`src/design/hct_pkg.sv`:
```
// hct_pkg: shared types and constants of the heightmap cell triangulator
// depends on nothing; used by every module of the block
`default_nettype none

package hct_pkg;

    // configuration register indexes
    localparam logic [2:0] CFG_CELLS_ACROSS = 3'd0;
    localparam logic [2:0] CFG_CELLS_DOWN   = 3'd1;
    localparam logic [2:0] CFG_CELL_WIDTH   = 3'd2;
    localparam logic [2:0] CFG_CELL_DEPTH   = 3'd3;
    localparam logic [2:0] CFG_CENTER_X     = 3'd4;
    localparam logic [2:0] CFG_CENTER_Y     = 3'd5;
    localparam logic [2:0] CFG_CENTER_Z     = 3'd6;

    // unit normal length in Q1.14 and vertex slot bounds
    localparam logic signed [15:0] UNIT_NORMAL = 16'sd16384;
    localparam logic [2:0] LAST_SLOT = 3'd5;

    // per-slot corner selection, bit s belongs to slot s
    localparam logic [5:0] SLOT_DX = 6'b110100;
    localparam logic [5:0] SLOT_DZ = 6'b010110;
    localparam logic [5:0] SLOT_U  = 6'b110100;
    localparam logic [5:0] SLOT_V  = 6'b010110;

    // queue between front and back
    localparam int QDEPTH = 4;
    localparam int QPTR_W = 2;

    typedef struct packed {
        logic [10:0]        cells_across;
        logic [10:0]        cells_down;
        logic [30:0]        cell_width;
        logic [30:0]        cell_depth;
        logic signed [31:0] center_x;
        logic signed [31:0] center_y;
        logic signed [31:0] center_z;
    } t_cfg;

    // saturated corner positions of one cell
    typedef struct packed {
        logic signed [31:0] x0;
        logic signed [31:0] x1;
        logic signed [31:0] z0;
        logic signed [31:0] z1;
        logic signed [31:0] y00;
        logic signed [31:0] y10;
        logic signed [31:0] y01;
        logic signed [31:0] y11;
    } t_entry;

    typedef struct packed {
        logic signed [31:0] x;
        logic signed [31:0] y;
        logic signed [31:0] z;
    } t_vec3;

    typedef struct packed {
        logic signed [15:0] x;
        logic signed [15:0] y;
        logic signed [15:0] z;
    } t_nrm;

    typedef struct packed {
        logic busy;
        logic done;
    } t_nrm_status;

    typedef struct packed {
        logic signed [31:0] vx;
        logic signed [31:0] vy;
        logic signed [31:0] vz;
        t_nrm               n;
        logic               u;
        logic               v;
        logic [2:0]         slot;
        logic               last;
    } t_vertex;

    typedef enum logic [2:0] {
        N_IDLE,
        N_CROSS,
        N_SHRINK,
        N_SQUARE,
        N_SQRT,
        N_DLOAD,
        N_DIV
    } t_nrm_state;

    typedef enum logic {
        B_IDLE,
        B_WAIT
    } t_back_state;

endpackage

`default_nettype wire

```
`src/design/hct_front.sv`:
```
// hct_front: accepts cells and forms the saturated corner positions
// depends on hct_pkg; writes into hct_fifo
`default_nettype none

module hct_front #(
    parameter int MAX_CELLS_PER_SIDE = 1024
) (
    input  wire logic               i_clk,
    input  wire logic               i_rst_n,
    input  wire hct_pkg::t_cfg      i_cfg,
    input  wire logic               i_push,
    output logic                    o_full,
    input  wire logic [9:0]         i_cell_col,
    input  wire logic [9:0]         i_cell_row,
    input  wire logic signed [31:0] i_corner_h00,
    input  wire logic signed [31:0] i_corner_h10,
    input  wire logic signed [31:0] i_corner_h01,
    input  wire logic signed [31:0] i_corner_h11,
    output logic                    o_wr,
    output hct_pkg::t_entry         o_entry,
    input  wire logic               i_qfull
);

    function automatic logic [10:0] clamp_count(logic [10:0] n);
        if (n == '0) return 11'd1;
        if ({21'd0, n} > 32'(MAX_CELLS_PER_SIDE)) return 11'(MAX_CELLS_PER_SIDE);
        return n;
    endfunction

    function automatic logic signed [31:0] sat32(logic signed [45:0] s);
        if (s[45:31] == '0 || s[45:31] == '1) return s[31:0];
        return s[45] ? 32'sh8000_0000 : 32'sh7fff_ffff;
    endfunction

    logic stall, accept;
    logic [10:0] nx, nz;
    logic signed [12:0] dx, dz;
    logic r_v1;
    logic signed [44:0] r_tx, r_tz;
    logic signed [31:0] r_h00, r_h10, r_h01, r_h11;
    logic signed [45:0] sx0, sx1, sz0, sz1;

    assign stall  = r_v1 && i_qfull;
    assign o_full = stall;
    assign accept = i_push && !stall;

    // offset of the cell's low corner from the grid center, in cell units doubled
    assign nx = clamp_count(i_cfg.cells_across);
    assign nz = clamp_count(i_cfg.cells_down);
    assign dx = $signed({2'b0, i_cell_col, 1'b0}) - $signed({2'b0, nx});
    assign dz = $signed({2'b0, i_cell_row, 1'b0}) - $signed({2'b0, nz});

    // stage one: products of offset and cell size
    always_ff @(posedge i_clk) begin
        if (!i_rst_n) begin
            r_v1 <= 1'b0;
        end else if (!stall) begin
            r_v1 <= accept;
        end
    end

    always_ff @(posedge i_clk) begin
        if (accept) begin
            r_tx  <= dx * $signed({1'b0, i_cfg.cell_width});
            r_tz  <= dz * $signed({1'b0, i_cfg.cell_depth});
            r_h00 <= i_corner_h00;
            r_h10 <= i_corner_h10;
            r_h01 <= i_corner_h01;
            r_h11 <= i_corner_h11;
        end
    end

    // stage two: halve with floor, far corner is one cell further, saturate
    assign sx0 = 46'(i_cfg.center_x) + 46'(r_tx >>> 1);
    assign sx1 = sx0 + 46'($signed({1'b0, i_cfg.cell_width}));
    assign sz0 = 46'(i_cfg.center_z) + 46'(r_tz >>> 1);
    assign sz1 = sz0 + 46'($signed({1'b0, i_cfg.cell_depth}));

    assign o_wr          = r_v1 && !i_qfull;
    assign o_entry.x0    = sat32(sx0);
    assign o_entry.x1    = sat32(sx1);
    assign o_entry.z0    = sat32(sz0);
    assign o_entry.z1    = sat32(sz1);
    assign o_entry.y00   = sat32(46'(i_cfg.center_y) + 46'(r_h00));
    assign o_entry.y10   = sat32(46'(i_cfg.center_y) + 46'(r_h10));
    assign o_entry.y01   = sat32(46'(i_cfg.center_y) + 46'(r_h01));
    assign o_entry.y11   = sat32(46'(i_cfg.center_y) + 46'(r_h11));

endmodule

`default_nettype wire

```
`config.mk`:
```
export PLATFORM = sky130hd
export DESIGN_NAME = hct_front
export DESIGN_NICKNAME = d
export VERILOG_FILES = /design/src/design/hct_pkg.sv /design/src/design/hct_front.sv
export SDC_FILE = /design/constraint.sdc
export NUM_CORES = 2
export LEC_CHECK = 0
export ABC_CLOCK_PERIOD_IN_PS = 17100
export BUFFER_PORTS_ARGS = -buffer_cell sky130_fd_sc_hd__buf_2
export CORE_ASPECT_RATIO = 0.7
export CORE_MARGIN = 1
export CORE_UTILIZATION = 40
export DETAILED_ROUTE_END_ITERATION = 8
export PLACE_DENSITY_LB_ADDON = 0.08
export SYNTH_ARGS = -nofsm -noshare
export SYNTH_HDL_FRONTEND = slang
export SYNTH_SLANG_ARGS = --single-unit
```
`constraint.sdc`:
```
create_clock -name i_clk -period 17.1 [get_ports i_clk]
set_clock_uncertainty 0.15 [all_clocks]
set_input_delay 3.42 -clock i_clk [delete_from_list [all_inputs] [get_ports i_clk]]
set_output_delay 3.42 -clock i_clk [all_outputs]
set_load 0.005 [all_outputs]
```
# Word level (Yosys, flattened, before mapping)
# Cells that the tools add are included.
# word_totals
regBits,217
output_inout_bits,258
wordCells,98
in_bits,332
# op_classes
order_cmp,2
n_mul,2
add_sub_neg,10
muxes,46
eq_ne,8
reduce_logical,23
# op_table
operator,count
$mux W32,24
$add A32 B32 Y33,4
$eq A15 B15 Y1 const B,8
$logic_not A15 Y1,8
$add A44 B32 Y45,2
$add A32 B43 Y44,2
$mul A12 B32 Y44,2
$mux W11,8
$sub A11 B11 Y12,2
$gt A11 B11 Y1 const B,2
$logic_not A11 Y1,2
$mux W1,14
$logic_or A1 B1 Y1,8
$logic_and A1 B1 Y1,3
$logic_not A1 Y1,2

# Depth between registers and ports, before layout
# logic_depth
word_depth,7
depth_mapped,40
mapped_depth_nobuf,39

# Worst setup path before layout
# No wires, ideal clock.
# synth_path
path_kind,input to register
startpoint,input port i_qfull
endpoint,"register r_h00[0], enable pin"
path_slack_ns,3.081
arrival_time_ns,13.052
path_stages,2
setup_time_ns,0.817
path_cell_list,and2_1 nor2b_1
# synth_via
elab_chain_len,3
# synth_lines
element,line,rtl
from (decl),hct_front.sv:21,input wire logic i_qfull
$logic_and A1 B1 Y1,hct_front.sv:43,assign stall = r_v1 && i_qfull;
$logic_not A1 Y1,-,
$logic_and A1 B1 Y1,hct_front.sv:45,assign accept = i_push && !stall;
named net accept,hct_front.sv:35,"logic stall, accept;"
to (signal assigned),hct_front.sv:66,r_h00 <= i_corner_h00;
to (decl),hct_front.sv:40,"logic signed [31:0] r_h00, r_h10, r_h01, r_h11;"
# The timed path passes the listed nets, and every way through them passes these cells.
# A chain may end at the register's enable or synchronous reset.

==> impl_metrics.toml <==
[outcome]
status = "finished clean"

[hold_path]
min_path_type = "flip-flop to flip-flop"
hp-start = "r_v1$_SDFFE_PN0N_"

[clocking]
hold_buffers = 0
cts_resized = 0
cts.path.max_buffers = 3
clkTransAtPathRegs_ns = 0.06
insertion_delay_ns = 0.64
cts-buffers-inserted = 30
cts_tree = "built"
htree_levels = 1
cts_sinks = 215
cts_setup_buffers = 0
cts_root_buf = "clkbuf_16"

[worst_setup_path]
cp_max_fo = 28
crit_slowest_cell = "nand2_2"
crit_path_start_kind = "input pin"
crit_buf_inv = 3
crit_family = "compound AO/OA/AOI/OAI gates"
critPathRequiredTime_ns = 13.53
setup.worst_path.end_class = "output port"
crit_path_start = "i_cfg[64]"
crit_type = "input pin to output port"
crit_arrival_ns = 10.59
slowest_delay_ns = 0.48
reg2reg_from = "r_v1$_SDFFE_PN0N_"

[synth]
yosys-top-cells-count = "864 x inv_1, 658 x nand2_1, 592 x fa_1"
synth_area_leader_cell = "fa_1"
synth-seq-cells = 215
yosysMostFrequentCell = "inv_1"
syn-num-nets = 7047
syn_inst = 5599
synth_enable_flop_cells = 214
async_flop_share_pct = 0
synth_ff_type = "edfxtp_1"
synth_cell_types = 106
synthTopCellsByArea = "fa_1 25%, ha_1 14%, edfxtp_1 13%"
post-synth-top-area-fraction_pct = 24.8
yosysWarnings = 0
yosysSeqAreaShare_pct = 13.5
synth_area_um2 = 47700
syn_area_per_cell_um2 = 8.52

[floorplanning]
start_util_pct = 40.5
fp.dieH_um = 291
dieArea_um2 = 121000
rows = 105
fp.coreArea_um2 = 118000
ios = 590
die_w_um = 415

[global_route]
gr-total-overflow = 0
grt_max_degree = 149
antenna_found_initial = 37
grt_usage_pct = 27.1
grt_pass1_vias = 40800
grt_first_pass_wirelength_um = 253000

[sta]
hold_viol = 0
fmax_ghz = 0.0706
slew_headroom_pct = 13.7
finalCritPeriodShare_pct = 82.8
layout_min_cycle_time_ns = 14.16
worstMarginPinSlew_ns = 1.29
grt_setup_unrepaired = "no"
slew_violations = 0
setup_viol = 0
tns_ns = 0

[route]
wl_per_cell_um = 21.7
routed_wirelength_um = 166000
vias_per_cell = 5.41
drt.antenna.violating_nets = 0
drcViolationCount = 0
drt-pass1-iter-count = 6
drt-initial-drc-count = 2919
vias = 41300

[finish]
final_area_um2 = 53300
nets = 7504
area_growth_pct = 11.7
drive_gt1_share_pct = 13.3

[place]
port-buffer-count = 589
gp_congestion = 0.977
hpwl_um = 135000
placed_area_um2 = 52300

[run]
cap_viol_max_count = 0
final timing paths:
path,to,slack (ns),cells after the start
hold / removal,r_v1$_SDFFE_PN0N_,0.55,2
setup / recovery,o_entry[194],2.94,31
setup reg to reg,r_tx[4]$_DFFE_PP_,14.31,4
hold reg to reg,r_v1$_SDFFE_PN0N_,0.55,2
routing by layer:
| layer | wire [um] | GRT usage (%) | vias to the layer above | share of wire [%] |
|---|---|---|---|---|
| li1 | - | - | 19500 | - |
| met1 | 80300 | 40.3 | 20400 | 48 |
| met2 | 72000 | 41.9 | 1230 | 43 |
| met3 | 10500 | 4.03 | 180 | 6.3 |
| met4 | 3020 | 4.80 | 0 | 1.8 |
| met5 | 0 | 0 | - | 0 |
sequential cells by signal, summed over array words and instances (netlist names):
register  cells
r_tx         43
r_tz         43
r_h00        32
r_h01        32
r_h10        32
r_h11        32
r_v1          1
placed cells by master, fill, tap and decap left out, types with 30 or more instances in the layout:
cell type and count:
clkbuf_16 30, o21bai_1 53, a21o_1 172, buf_4 44, xnor2_1 186, and2_1 170
nor2b_1 48, nor2_1 267, a21oi_1 400, and3_1 36, nand3_1 69, nor3_1 124
o21a_1 56, nand4_1 35, edfxtp_1 214, inv_1 864, a211oi_1 30, ha_1 524
fa_1 592, nand2_1 658, nand2b_1 102, o21ai_0 225, xor2_1 120, buf_2 589
tightest hold or removal path, cell delays in order (launching register included):
cell and delay, ns:
dfxtp_1 0.32, and2_1 0.22, o21a_1 0.13
area by class of cell:
| cell class | count | area [um2] |
|---|---|---|
| Antenna cell | 9 | 22.5 |
| Tap cell | 1551 | 1940 |
| Sequential cell | 215 | 6450 |
| Clock inverter | 23 | 228 |
| Fill cell | 11900 | 64400 |
| Multi-Input combinational cell | 4309 | 37400 |
| Inverter | 866 | 3250 |
| Clock buffer | 31 | 754 |
| Timing Repair Buffer | 634 | 3300 |
kinds of logic after synthesis:
kind of cell | count (synthesis) | synth area share [%]
DFF | 215 | 13.5
buffers and inverters | 1075 | 8.59
muxes | 13 | 0.302
adders and majority gates | 1145 | 39.2
xor gates and xnor gates | 317 | 5.82
and+or+nand+nor | 1634 | 16.3
AOI/OAI and AO/OA | 1200 | 16.3
stage by stage:
stage               hold WS, ns  std cells  util (%)  setup slack, ns
floorplan                 0.438       5599         -             3.08
global placement          0.513       7575      44.4             3.21
detailed placement        0.527       7575      44.4             3.16
CTS                       0.544       7629      45.3             3.10
global route              0.579       7636      45.3             2.49
finish                    0.546       7638      45.3             2.94
Power is left out: the tool's default activity adds up to more than one toggle a clock period on the data nets, which glitch-free logic cannot reach.
