<file path="src/design/hct_pkg.sv">
// hct_pkg: shared types and constants of the heightmap cell triangulator
// depends on nothing; used by every module of the block
`default_nettype none

package hct_pkg;

    // configuration register indexes
    localparam logic [2:0] CFG_CELLS_ACROSS = 3'd0;
    localparam logic [2:0] CFG_CELLS_DOWN   = 3'd1;
    localparam logic [2:0] CFG_CELL_WIDTH   = 3'd2;
    localparam logic [2:0] CFG_CELL_DEPTH   = 3'd3;
    localparam logic [2:0] CFG_CENTER_X     = 3'd4;
    localparam logic [2:0] CFG_CENTER_Y     = 3'd5;
    localparam logic [2:0] CFG_CENTER_Z     = 3'd6;

    // unit normal length in Q1.14 and vertex slot bounds
    localparam logic signed [15:0] UNIT_NORMAL = 16'sd16384;
    localparam logic [2:0] LAST_SLOT = 3'd5;

    // per-slot corner selection, bit s belongs to slot s
    localparam logic [5:0] SLOT_DX = 6'b110100;
    localparam logic [5:0] SLOT_DZ = 6'b010110;
    localparam logic [5:0] SLOT_U  = 6'b110100;
    localparam logic [5:0] SLOT_V  = 6'b010110;

    // queue between front and back
    localparam int QDEPTH = 4;
    localparam int QPTR_W = 2;

    typedef struct packed {
        logic [10:0]        cells_across;
        logic [10:0]        cells_down;
        logic [30:0]        cell_width;
        logic [30:0]        cell_depth;
        logic signed [31:0] center_x;
        logic signed [31:0] center_y;
        logic signed [31:0] center_z;
    } t_cfg;

    // saturated corner positions of one cell
    typedef struct packed {
        logic signed [31:0] x0;
        logic signed [31:0] x1;
        logic signed [31:0] z0;
        logic signed [31:0] z1;
        logic signed [31:0] y00;
        logic signed [31:0] y10;
        logic signed [31:0] y01;
        logic signed [31:0] y11;
    } t_entry;

    typedef struct packed {
        logic signed [31:0] x;
        logic signed [31:0] y;
        logic signed [31:0] z;
    } t_vec3;

    typedef struct packed {
        logic signed [15:0] x;
        logic signed [15:0] y;
        logic signed [15:0] z;
    } t_nrm;

    typedef struct packed {
        logic busy;
        logic done;
    } t_nrm_status;

    typedef struct packed {
        logic signed [31:0] vx;
        logic signed [31:0] vy;
        logic signed [31:0] vz;
        t_nrm               n;
        logic               u;
        logic               v;
        logic [2:0]         slot;
        logic               last;
    } t_vertex;

    typedef enum logic [2:0] {
        N_IDLE,
        N_CROSS,
        N_SHRINK,
        N_SQUARE,
        N_SQRT,
        N_DLOAD,
        N_DIV
    } t_nrm_state;

    typedef enum logic {
        B_IDLE,
        B_WAIT
    } t_back_state;

endpackage

`default_nettype wire

</file>
<file path="src/design/hct_fifo.sv">
// hct_fifo: short queue of cell entries between front and back
// depends on hct_pkg
`default_nettype none

module hct_fifo (
    input  wire logic            i_clk,
    input  wire logic            i_rst_n,
    input  wire logic            i_wr,
    input  wire hct_pkg::t_entry i_data,
    input  wire logic            i_rd,
    output hct_pkg::t_entry      o_data,
    output logic                 o_full,
    output logic                 o_empty
);

    hct_pkg::t_entry r_mem [hct_pkg::QDEPTH];
    logic [hct_pkg::QPTR_W-1:0] r_wptr, r_rptr;
    logic [hct_pkg::QPTR_W:0]   r_count;
    logic do_wr, do_rd;

    assign o_full  = (r_count == (hct_pkg::QPTR_W+1)'(hct_pkg::QDEPTH));
    assign o_empty = (r_count == '0);
    assign do_wr   = i_wr && !o_full;
    assign do_rd   = i_rd && !o_empty;
    assign o_data  = r_mem[r_rptr];

    // pointers and fill count
    always_ff @(posedge i_clk) begin
        if (!i_rst_n) begin
            r_wptr  <= '0;
            r_rptr  <= '0;
            r_count <= '0;
        end else begin
            if (do_wr) r_wptr <= r_wptr + 1'b1;
            if (do_rd) r_rptr <= r_rptr + 1'b1;
            if (do_wr && !do_rd) r_count <= r_count + 1'b1;
            else if (do_rd && !do_wr) r_count <= r_count - 1'b1;
        end
    end

    // storage
    always_ff @(posedge i_clk) begin
        if (do_wr) r_mem[r_wptr] <= i_data;
    end

endmodule

`default_nettype wire

</file>
<file path="config.mk">
export PLATFORM = sky130hd
export DESIGN_NAME = hct_fifo
export DESIGN_NICKNAME = d
export VERILOG_FILES = /design/src/design/hct_pkg.sv /design/src/design/hct_fifo.sv
export SDC_FILE = /design/constraint.sdc
export NUM_CORES = 1
export LEC_CHECK = 0
export BUFFER_PORTS_ARGS = -buffer_cell sky130_fd_sc_hd__buf_4
export CAP_MARGIN = 15
export CORE_MARGIN = 3
export CORE_UTILIZATION = 55
export CTS_CLUSTER_SIZE = 24
export DETAILED_ROUTE_END_ITERATION = 12
export PLACE_DENSITY_LB_ADDON = 0.3
export SYNTH_ARGS = -nofsm -noshare
export SYNTH_HDL_FRONTEND = slang
export SYNTH_SLANG_ARGS = --single-unit
</file>
<file path="constraint.sdc">
create_clock -name i_clk -period 12.9 [get_ports i_clk]
set_input_delay 3.87 -clock i_clk [delete_from_list [all_inputs] [get_ports i_clk]]
set_output_delay 3.87 -clock i_clk [all_outputs]
set_load 0.03 [all_outputs]
</file>
# Word-level counts from Yosys, hierarchy flattened
# Memories as Yosys holds them, arrays and structs flattened. A register that Yosys moved wholly into a read port is not among the register bits.
# Index checks and enable logic that the tools add are counted.
# W data, S select, Z words.
[op_classes]
addsub = 4
eq_ne = 1
muxes = 6
n_reduce_logical = 10
[ops]
columns = ["cell", "count"]
rows = [
  ["$mux W3", 2],
  ["$add A2 B1 Y2 const B", 2],
  ["$logic_and A1 B1 Y1", 4],
  ["$logic_not A1 Y1", 4],
  ["$mux W2", 2],
  ["$add A3 B1 Y3 const B", 1],
  ["$eq A3 B3 Y1 const B", 1],
  ["$logic_not A3 Y1", 1],
  ["$sub A3 B1 Y3 const B", 1],
  ["$mux W1", 2],
  ["$reduce_bool A2 Y1", 1],
]
[totals]
regBits = 7
mem_bits_rw = 1024
in_bits = 260
output_inout_bits = 258
word_cells = 25
n_memories = 1
[mem_list]
columns = ["memory", "depth", "word_bits", "rd", "rd_ports_with_merged_regs", "write_ports", "line_no", "text"]
rows = [
  ["r_mem", 4, 256, 1, 1, 1, "hct_fifo.sv:16", "hct_pkg::t_entry r_mem [hct_pkg::QDEPTH];"],
]

# Longest topological paths before layout
[logic_depth]
depth_word = 7
mapped_depth = 9
depth_no_buf = 8

# Worst setup path after synthesis
# OpenSTA, ideal clock, no wires.
[synth_path]
path_type = "in2reg"
start = "in i_wr"
end = "mem r_mem[0][0] (netlist name) (enable)"
setup_ns = 0.649
t_arrival_ns = 10.071
required_time_ns = 12.251
path_slack_ns = 2.180
stages = 3
n_path_buf = 1
cell_sequence = "nor2b_1 -> clkbuf_1 -> and2_1"
[synth_between]
elab_chain_len = 3
[synth_lines]
columns = ["item", "line_no", "text"]
rows = [
  ["start: declaration", "hct_fifo.sv:8", "input wire logic i_wr,"],
  ["$logic_and A1 B1 Y1", "hct_fifo.sv:23", "assign do_wr = i_wr && !o_full;"],
  ["via do_wr", "hct_fifo.sv:19", "logic do_wr, do_rd;"],
  ["$mux W1", "hct_fifo.sv:43", "if (do_wr) r_mem[r_wptr] <= i_data;"],
  ["$mux W1 (implied by the code)", "hct_fifo.sv:43", ""],
  ["end: declaration", "hct_fifo.sv:16", ""],
]
# The timed path passes the listed nets, and every way through them passes these cells.

==> results.cfg <==
[sta]
hold_viol = 0
timing_worst_slew_pin_value_ns = 1.32
finalWorstPathRequiredPeriod_ns = 7.24
timing.fmax_mhz = 138
slew_violations = 0
fin_tns_setup_ns = 0
relSlewSlack = 0.123
rsz_0062_raised_after_global_routing = no
clock-skew-final_ns = 0.0290
finalSetupViolCount = 0
layout_worst_path_cycle_share = 0.561

[power]
internal_power_mw = 6.87
pwr_per_cell_area_mw_per_mm2 = 217
power_dissipated_by_switching_net_loads_mw = 2.97
power.sequential.fraction = 0.428
vdd.ir_drop.worst_v = 0.000182
design_power_total_mw = 9.84
swShare = 0.302
power.clock.fraction = 0.285
comb_pwr_share = 0.287
power.leakage_nw = 15.1

[place]
io_buffers = 517
placement.cell_area_mm2 = 0.0421
hpwlAfterDp_um = 44100
routability_congestion_estimate = 0.742

[global_routing]
grt_use_total = 0.209
number_of_antenna_violations_at_the_first_check_in_global_routing = 10
grt_pass1_wl_um = 110000
vias_in_the_first_global_route = 17559
pin_count_of_the_biggest_net_entering_global_routing = 146
grt_overflow = 0

[final_layout]
area_growth_pct = 20.4
total_nets_final = 2222
design_area_mm2 = 0.0453
final_layout_size_suffix_gt1_frac = 0.459

[critical_path]
crit_path_frequent_cell = buf_4
regToRegEndpoint = r_mem[0][255]
slowest_stage = dfxtp_4
critical_path_peak_fanout = 70
crit_end = o_data[202]
critical_path_required_ns = 9.03
path_depth = 3
setup_crit_end_kind = output pin
critPathArrivalTime_ns = 3.37
criticalPathCategory = flip-flop to output pin
cp_slowest_stage_delay_ns = 1.03
ff2ff_setup_slack_ns = 9.68
cp_num_buf_inv = 2
reg2reg_depth = 4
critPathTopFamily = buffers and inverters
list_of_cells_traversed_by_the_critical_path = buf_4, mux4_2, buf_4
critical_path.reg2reg.startpoint = r_count[0]
kind_of_start_point_of_the_critical_path = flip-flop

[clocking]
buffer_depth_of_the_longest_clock_path = 3
cells_resized_by_post_cts_repair = 0
holdBufCountCts = 0
clkTransAtPathRegs_ns = 0.06
tritoncts_num_sinks = 1033
cts_tree = yes
number_of_setup_buffers_added_after_cts = 0
tritoncts.num_buffers = 99
clock_latency_ns = 0.64
htree_num_levels = 3
clk_root_buffer_cell = clkbuf_16

[logic_synthesis]
synth_area_mm2 = 0.0377
distinct_cell_type_count_of_the_synthesized_netlist = 26
synth-async-reset-ratio = 0
synth.yosys.seq_area_share = 0.821
synthFlopType = edfxtp_1
syn_nets = 1651
yosys_warnings = 0
average_cell_area_after_synthesis_um2 = 27.2
yosys_register_bits = 1033
syn-instance-count = 1385
synth_edf_count = 1024

[die]
initial_utilization = 0.558
design.core.area_mm2 = 0.0675
die_w_um = 268
die_area_mm2 = 0.0716
std_cell_rows = 95
die_y_um = 268
top_level_ports = 518

[routing]
detailroute.wirelength.met3_um = 7210
detailedRoute.firstPassIterationCount = 5
dr.first_iter.drc_count = 1262
route.top_layer_used = met5
wire_per_inst_um = 25.6
via_count = 16772
drt-vias-per-instance = 5.76
drt_drc_violations_left = 0
ant_nets = 0
drt-total-wl_um = 74500
routed-wl-met2_um = 37400
detail_route.wirelength.met1_um = 27800

[flow_run]
cap_violations = 0

[status]
run_status = finished clean

[min_path]
hold_class = flip-flop to flip-flop
min_delay_path_depth = 2
-- Yosys cell counts, types with 2 or more instances --
cell         n  area share
buf_12      22       0.012
nor2b_1      2     0.00033
buf_8        5      0.0020
buf_2       25      0.0033
dfxtp_1      9      0.0048
ha_1         5      0.0017
nand2_1      4     0.00040
edfxtp_1  1024        0.82
xnor2_1      3     0.00070
inv_1        3     0.00030
mux2i_1      3     0.00080
clkbuf_1     4     0.00040
mux4_2     256        0.15
and2_1       8      0.0013
-- cell usage in the layout, fill, tap and decap left out, types with 4 or more instances in the layout --
cell type / count
and2_1: 4
and2_4: 4
buf_12: 7
buf_4: 522
bufinv_16: 10
clkbuf_1: 17
clkbuf_16: 100
clkinv_1: 21
clkinv_2: 21
clkinvlp_4: 5
dfxtp_1: 7
diode_2: 4
edfxtp_1: 1024
ha_1: 5
inv_6: 4
mux4_2: 256
nand2_1: 4
-- power groups by stage --
stage / clock, mW / sequential, mW / combinational [mW]
after floorplan: 0 / 4.28 / 2.04
after global placement: 0 / 4.26 / 2.85
after detailed placement: 0 / 4.28 / 2.86
after CTS: 2.87 / 4.22 / 2.87
after global routing: 3.01 / 4.24 / 2.97
final: 2.81 / 4.21 / 2.82
-- sequential cells by signal (all words and copies together), names as in the netlist, named ones only --
signal   count
r_count      3
r_mem     1024
r_wptr       2
r_rptr       2
-- worst min-delay path, delay by kind of cell (launching register included) --
family	cells	cell delay, ns
DFF	1	0.34
and+or+nand+nor	1	0.07
muxes	1	0.06
-- kinds of logic (layout without fill, tap and decap cells) --
logic type,count (synthesis),count (layout),share of synthesized area
AOI/OAI and AO/OA,4,4,0.000764
adders and majority gates,6,6,0.00219
DFF,1033,1033,0.821
muxes,259,259,0.154
other,0,4,0
xor gates and xnor gates,4,4,0.000930
and+or+nand+nor,17,17,0.00256
buffers and inverters,62,713,0.0183
-- area by class of cell --
class	count	area, um2
Fill cell	4157	22200
Clock buffer	117	2570
Tap cell	873	1090
Inverter	3	11.3
Clock inverter	64	613
Timing Repair Buffer	529	4060
Sequential cell	1033	30900
Antenna cell	4	10.0
Multi-Input combinational cell	290	6050
-- stage by stage --
| step | util | worst slack [ns] | cells | hold WS [ns] |
|---|---|---|---|---|
| 2_1_floorplan | - | 2.18 | 1385 | 0.468 |
| 3_3_place_gp | 0.624 | 6.22 | 2728 | 0.476 |
| 3_5_place_dp | 0.624 | 6.26 | 2728 | 0.513 |
| 4_1_cts | 0.671 | 5.55 | 2909 | 0.522 |
| 5_1_grt | 0.671 | 5.37 | 2911 | 0.548 |
| 6_report | 0.672 | 5.66 | 2913 | 0.523 |
-- how the worst min path moves through the flow --
stage | startpoint | end | slack, ns
3_3_place_gp | r_wptr[1] | r_wptr[1] | 0.48
3_5_place_dp | r_wptr[0] | r_wptr[0] | 0.51
2_1_floorplan | r_wptr[1] | r_wptr[1] | 0.47
5_1_grt | r_wptr[1] | r_wptr[1] | 0.55
6_report | r_wptr[0] | r_wptr[0] | 0.52
4_1_cts | r_wptr[0] | r_wptr[0] | 0.52
-- per-layer routing --
| layer | track usage | vias to the layer above |
|---|---|---|
| li1 | - | 7187 |
| met1 | 0.274 | 8811 |
| met2 | 0.335 | 628 |
| met3 | 0.0720 | 134 |
| met4 | 0.0650 | 12 |
| met5 | 0 | - |
(Power assumes the default switching activity.)
